==> config.mk <==
export PLATFORM = sky130hd
export DESIGN_NAME = base64_line_wrapped_encoder_unit
export DESIGN_NICKNAME = d
export VERILOG_FILES = /design/src/b64le_pkg.sv /design/src/b64le_group.sv /design/src/b64le_emit.sv /design/src/base64_line_wrapped_encoder_unit.sv
export SDC_FILE = /design/constraint.sdc
export NUM_CORES = 1
export LEC_CHECK = 0
export ABC_AREA = 0
export BUFFER_PORTS_ARGS = -buffer_cell sky130_fd_sc_hd__buf_4
export CAP_MARGIN = 10
export CORE_UTILIZATION = 30
export CTS_CLUSTER_SIZE = 12
export DETAILED_ROUTE_END_ITERATION = 16
export GPL_TIMING_DRIVEN = 0
export PLACE_DENSITY = 0.45
export SETUP_SLACK_MARGIN = 0.2
export SYNTH_ARGS = -nofsm -noshare
export SYNTH_HDL_FRONTEND = slang
export SYNTH_SLANG_ARGS = --single-unit
==> constraint.sdc <==
create_clock -name clk -period 4.3 [get_ports clk]
set_clock_uncertainty 0.1 [all_clocks]
set_input_delay 0.86 -clock clk [delete_from_list [all_inputs] [get_ports clk]]
set_output_delay 0.86 -clock clk [all_outputs]
set_load 0.02 [all_outputs]
==> src/b64le_pkg.sv <==
package b64le_pkg;

  localparam logic [7:0] LIMIT_RESET = 8'd76;
  localparam logic [7:0] CHAR_CR     = 8'd13;
  localparam logic [7:0] CHAR_LF     = 8'd10;
  localparam logic [7:0] CHAR_PAD    = 8'd61;
  localparam int unsigned MAX_CHARS  = 6;

  // characters produced by one request, slot 0 goes out first
  typedef struct packed {
    logic [MAX_CHARS-1:0][7:0] chars;
    logic [2:0]                cnt;
    logic                      msg_end;
  } b64le_res_t;

  // base64 alphabet lookup: A-Z a-z 0-9 + /
  function automatic logic [7:0] sextet_char(input logic [5:0] idx);
    logic [7:0] e;
    logic [7:0] ch;
    e = {2'b00, idx};
    case (idx) inside
      [6'd0:6'd25]:  ch = 8'd65 + e;
      [6'd26:6'd51]: ch = 8'd71 + e;
      [6'd52:6'd61]: ch = e - 8'd4;
      6'd62:         ch = 8'd43;
      default:       ch = 8'd47;
    endcase
    return ch;
  endfunction

endpackage

==> src/b64le_group.sv <==
module b64le_group (
  input  logic                   clk,
  input  logic                   rst_n,
  input  logic [7:0]             line_limit,
  input  logic [7:0]             data_byte,
  input  logic                   last_byte,
  input  logic                   accept,
  output b64le_pkg::b64le_res_t  res
);

  logic [15:0] held_r, held_nxt;
  logic [1:0]  phase_r, phase_nxt;
  logic [7:0]  line_r, line_nxt;

  logic [8:0]  sum;
  logic        wrap;
  logic [23:0] grp;

  assign sum  = {1'b0, line_r} + 9'd4;
  assign wrap = (sum >= {1'b0, line_limit});

  always_comb begin
    res       = '0;
    grp       = '0;
    held_nxt  = held_r;
    phase_nxt = phase_r;
    line_nxt  = line_r;
    if (phase_r[1]) begin
      // full group; phase code 3 never occurs and acts like 2
      grp = {held_r, data_byte};
      res.chars[0] = b64le_pkg::sextet_char(grp[23:18]);
      res.chars[1] = b64le_pkg::sextet_char(grp[17:12]);
      res.chars[2] = b64le_pkg::sextet_char(grp[11:6]);
      res.chars[3] = b64le_pkg::sextet_char(grp[5:0]);
      if (wrap) begin
        res.chars[4] = b64le_pkg::CHAR_CR;
        res.chars[5] = b64le_pkg::CHAR_LF;
        res.cnt      = 3'd6;
        line_nxt     = '0;
      end else begin
        res.cnt  = 3'd4;
        line_nxt = sum[7:0];
      end
      res.msg_end = last_byte;
      held_nxt    = '0;
      phase_nxt   = '0;
      if (last_byte) begin
        line_nxt = '0;
      end
    end else if (!last_byte) begin
      held_nxt  = {held_r[7:0], data_byte};
      phase_nxt = phase_r + 2'd1;
    end else begin
      // short tail, zero filled and padded
      grp = phase_r[0] ? {held_r[7:0], data_byte, 8'h00} : {data_byte, 16'h0000};
      res.chars[0] = b64le_pkg::sextet_char(grp[23:18]);
      res.chars[1] = b64le_pkg::sextet_char(grp[17:12]);
      res.chars[2] = phase_r[0] ? b64le_pkg::sextet_char(grp[11:6]) : b64le_pkg::CHAR_PAD;
      res.chars[3] = b64le_pkg::CHAR_PAD;
      res.cnt      = 3'd4;
      res.msg_end  = 1'b1;
      held_nxt     = '0;
      phase_nxt    = '0;
      line_nxt     = '0;
    end
  end

  always_ff @(posedge clk) begin
    if (!rst_n) begin
      held_r  <= '0;
      phase_r <= '0;
      line_r  <= '0;
    end else if (accept) begin
      held_r  <= held_nxt;
      phase_r <= phase_nxt;
      line_r  <= line_nxt;
    end
  end

endmodule

==> src/b64le_emit.sv <==
module b64le_emit (
  input  logic                   clk,
  input  logic                   rst_n,
  input  logic                   load,
  input  b64le_pkg::b64le_res_t  res,
  output logic                   free,
  output logic                   out_tvalid,
  input  logic                   out_tready,
  output logic [7:0]             out_tdata,
  output logic                   out_tlast,
  output logic                   out_tuser
);

  logic [b64le_pkg::MAX_CHARS-1:0][7:0] chars_r, chars_nxt;
  logic [2:0] cnt_r, cnt_nxt;
  logic       msg_r, msg_nxt;
  logic       take;

  assign out_tvalid = (cnt_r != 3'd0);
  assign out_tdata  = chars_r[0];
  assign out_tlast  = (cnt_r == 3'd1);
  assign out_tuser  = msg_r && (cnt_r == 3'd1);
  assign take       = out_tvalid && out_tready;
  // buffer can take a new request when empty or on its final char going out
  assign free       = (cnt_r == 3'd0) || ((cnt_r == 3'd1) && out_tready);

  always_comb begin
    chars_nxt = chars_r;
    cnt_nxt   = cnt_r;
    msg_nxt   = msg_r;
    if (take) begin
      chars_nxt = {8'h00, chars_r[b64le_pkg::MAX_CHARS-1:1]};
      cnt_nxt   = cnt_r - 3'd1;
    end
    if (load) begin
      chars_nxt = res.chars;
      cnt_nxt   = res.cnt;
      msg_nxt   = res.msg_end;
    end
  end

  always_ff @(posedge clk) begin
    chars_r <= chars_nxt;
    msg_r   <= msg_nxt;
    if (!rst_n) begin
      cnt_r <= '0;
    end else begin
      cnt_r <= cnt_nxt;
    end
  end

endmodule

==> src/base64_line_wrapped_encoder_unit.sv <==
// An accepted byte that yields characters shows its first one on the output in
//   the cycle after it is accepted; one character per cycle goes out while
//   out_tready is high. A full group gives 4 or 6 characters, and bytes that
//   complete no group are taken even while the output drains.
// Reset (rst_n low, synchronous): output buffer emptied, group state and line
//   count cleared, line_limit back to 76.
module base64_line_wrapped_encoder_unit (
  input  logic       clk,
  input  logic       rst_n,
  input  logic       cfg_valid,
  output logic       cfg_ready,
  input  logic [7:0] cfg_data,   // line_limit
  input  logic       in_tvalid,
  output logic       in_tready,
  input  logic [7:0] in_tdata,   // [7:0] data_byte
  input  logic       in_tlast,   // last_byte
  output logic       out_tvalid,
  input  logic       out_tready,
  output logic [7:0] out_tdata,  // [7:0] out_char
  output logic       out_tlast,  // run_end
  output logic       out_tuser   // [0] message_end
);

  logic [7:0]            limit_r;
  b64le_pkg::b64le_res_t res;
  logic                  free;
  logic                  accept;
  logic                  has_chars;

  assign cfg_ready = 1'b1;

  always_ff @(posedge clk) begin
    if (!rst_n) begin
      limit_r <= b64le_pkg::LIMIT_RESET;
    end else if (cfg_valid) begin
      limit_r <= cfg_data;
    end
  end

  assign has_chars = (res.cnt != 3'd0);
  assign in_tready = free || !has_chars;
  assign accept    = in_tvalid && in_tready;

  b64le_group u_group (
    .clk        (clk),
    .rst_n      (rst_n),
    .line_limit (limit_r),
    .data_byte  (in_tdata),
    .last_byte  (in_tlast),
    .accept     (accept),
    .res        (res)
  );

  b64le_emit u_emit (
    .clk        (clk),
    .rst_n      (rst_n),
    .load       (accept && has_chars),
    .res        (res),
    .free       (free),
    .out_tvalid (out_tvalid),
    .out_tready (out_tready),
    .out_tdata  (out_tdata),
    .out_tlast  (out_tlast),
    .out_tuser  (out_tuser)
  );

endmodule

==> out/metrics.cfg <==
[yosys]
netlist_area_sq_mm=0.00674
synth_edf_count=37
ys_seq_area_frac=0.269
synthFlopType=edfxtp_1
ys_ff_latch=72
synth_nets=905
synth_warnings=0
synth.area.top_cells=edfxtp_1 (16%), ha_1 (13%), dfxtp_1 (10%)
synth_common_cells=nand2_1 (84), ha_1 (72), a21oi_1 (50)
yosys.area.top_type=edfxtp_1
syn_area_per_cell_sq_um=8.31
async_flop_share=0
syn-instance-count=811
yosysMostFrequentCell=nand2_1
netlist.area_leader.share=0.165
synth.distinct_cells=85

[clocking]
clkSinkCount=72
clock_latency_ns=0.34
postCtsSetupBuffers=0
cts.clk_slew.worst_paths_ns=0.06
clk_path_buf_depth=2
cts_root_buf=clkbuf_16
cts.htree.levels=3
cts_buffers=9
cts_tree=built

[floorplanning]
start_util=0.308
die_y_microns=152
dieWidth_microns=152
dieArea_sq_mm=0.0231
fp.coreArea_sq_mm=0.0219
rows=54
io_pins=35

[timing]
finalSetupViolations=0
tightest_slew_ns=0.898
period_share=0.916
hold_violations=0
fin_crit_ns=3.94
finalMaxSlewViolations=0
grt_setup_unrepaired=no
fin_tns_setup_ns=0
fmax_mhz=254
finalHoldWorstSlack_ns=0.385
slew_headroom=0.399

[cells_and_area]
multi_input_area_sq_mm=0.00446
nNetsFinal=947
layout-drive-gt1-share=0.119
area_growth_pct=12.8
fill_cells=2345
final_area_sq_mm=0.00760
seqCellArea_sq_mm=0.00181
final_core_util=0.347
diodes=0

[worst_setup_path]
cp_max_fo=10
setup.worst_path.end_class=register
startpoint_type=input pin
cp.required_ns=4.26
path_class=in2reg
worstPathArrival_ns=3.90

[grt]
grt_pass1_vias=5955
grt_util_all_layers=0.187
grt_remaining_overflow=0
antenna_found_initial=0
grt_first_pass_wirelength_mm=34.0
grt_max_degree=38

[job]
drv_cap=0

[power]
peakVddDrop_uv=275
p_total_mw=2.98
power.leakage_nw=2.95
p_per_area_mw_per_mm2=392

[placement]
gp_congestion=0.893
dpl-instance-area_sq_mm=0.00732
port_buffers=31
dpl.hpwl_mm=16.8

[detailed_routing]
drt_iter0_markers=519
drc_errors=0
dr.pass1.iters=5
final_antenna_net_count=0
wl_per_cell_microns=19.2
vias_per_cell=5.51
dr_total_vias=6274
wl_mm=21.9

[outcome]
status=complete, no violations

[min_path]
hold_path.class=reg2reg

==> power by group <==
part           total [mW]  leakage [nW]  internal, mW  switching, mW
registers            1.12         0.641          1.04         0.0778
logic                1.17          2.19         0.435          0.734
clock network       0.695         0.125         0.389          0.306
total                2.98          2.95          1.86           1.12
==> worst paths after layout <==
check / start / to / slack (ns) / cells past startpoint
setup / recovery: in_tdata[4] / u_emit.chars_r[11] / 0.36 / 10
hold / removal: u_group.line_r[7] / u_group.line_r[7] / 0.39 / 2
setup reg to reg: u_group.phase_r[0] / u_emit.out_tdata[5] / 0.48 / 13
hold reg to reg: u_group.line_r[7] / u_group.line_r[7] / 0.39 / 2
==> through the flow <==
| step | worst slack [ns] | cells |
|---|---|---|
| after global routing | 0.237 | 1138 |
| after global placement | -0.0914 | 1122 |
| after CTS | 0.312 | 1138 |
| final | 0.361 | 1138 |
| after detailed placement | -0.0276 | 1122 |
| after floorplan | 0.939 | 811 |
==> what timing repair did <==
action / 4_1_cts / 5_1_grt
resized for setup: 0 / 2
hold buffers: 0 / 0
endpoints found under the setup margin: 0 / 4
==> layer usage <==
metal / GRT usage / vias to the layer above / routed length, microns
li1: - / 3057 / -
met1: 0.256 / 3028 / 10400
met5: 0 / - / 0
met4: 0.0424 / 0 / 340
met3: 0.0225 / 23 / 893
met2: 0.314 / 166 / 10300
==> critical path, stage by stage <==
cell,delay [ns]
clkbuf_1,0.38
clkbuf_1,0.54
nand2_1,0.29
inv_1,0.19
ha_1,0.32
a221oi_1,0.19
a21oi_2,0.44
a32oi_1,0.25
a22oi_1,0.30
o41ai_1,0.13
==> logic make-up after synthesis <==
| kind of cell | Yosys count | share of synthesized area |
|---|---|---|
| AO/OA/AOI/OAI | 237 | 0.249 |
| XOR/XNOR | 34 | 0.0442 |
| adder cells (fa/ha/maj) | 72 | 0.134 |
| buffers and inverters | 108 | 0.0696 |
| flip-flops | 72 | 0.269 |
| multiplexers | 21 | 0.0345 |
| other | 1 | 0.000557 |
| AND/OR/NAND/NOR | 266 | 0.200 |
==> sequential cells by signal, summed over array words and instances (netlist names) <==
signal and cells:
limit_r 8, u_group.phase_r 2, u_group.line_r 6, u_group.held_r 16, u_emit.chars_r 28, u_emit.cnt_r 3, u_emit.out_tdata 8, u_emit.msg_r 1
==> cell type report <==
type	count	area share
Buffer	62	0.0392
Multi-Input combinational cell	631	0.587
Tap cell	280	0.0461
Timing Repair Buffer	31	0.0306
Clock inverter	7	0.00609
Sequential cell	72	0.238
Inverter	46	0.0227
Clock buffer	9	0.0296
==> placed cells by master (no fill, tap or decap), types with 14 or more instances in the layout <==
| cell type | count |
|---|---|
| ha_1 | 72 |
| nand3_1 | 34 |
| a21oi_1 | 50 |
| nor2_1 | 35 |
| dfxtp_1 | 35 |
| nand2_1 | 83 |
| a31oi_1 | 18 |
| mux2i_1 | 14 |
| edfxtp_1 | 37 |
| buf_4 | 42 |
| clkbuf_1 | 35 |
| nor2b_1 | 32 |
| o21ai_0 | 36 |
| xnor2_1 | 24 |
| a22oi_1 | 22 |
| nor3_1 | 15 |
| inv_1 | 45 |
Power figures use the tool's default switching activity.
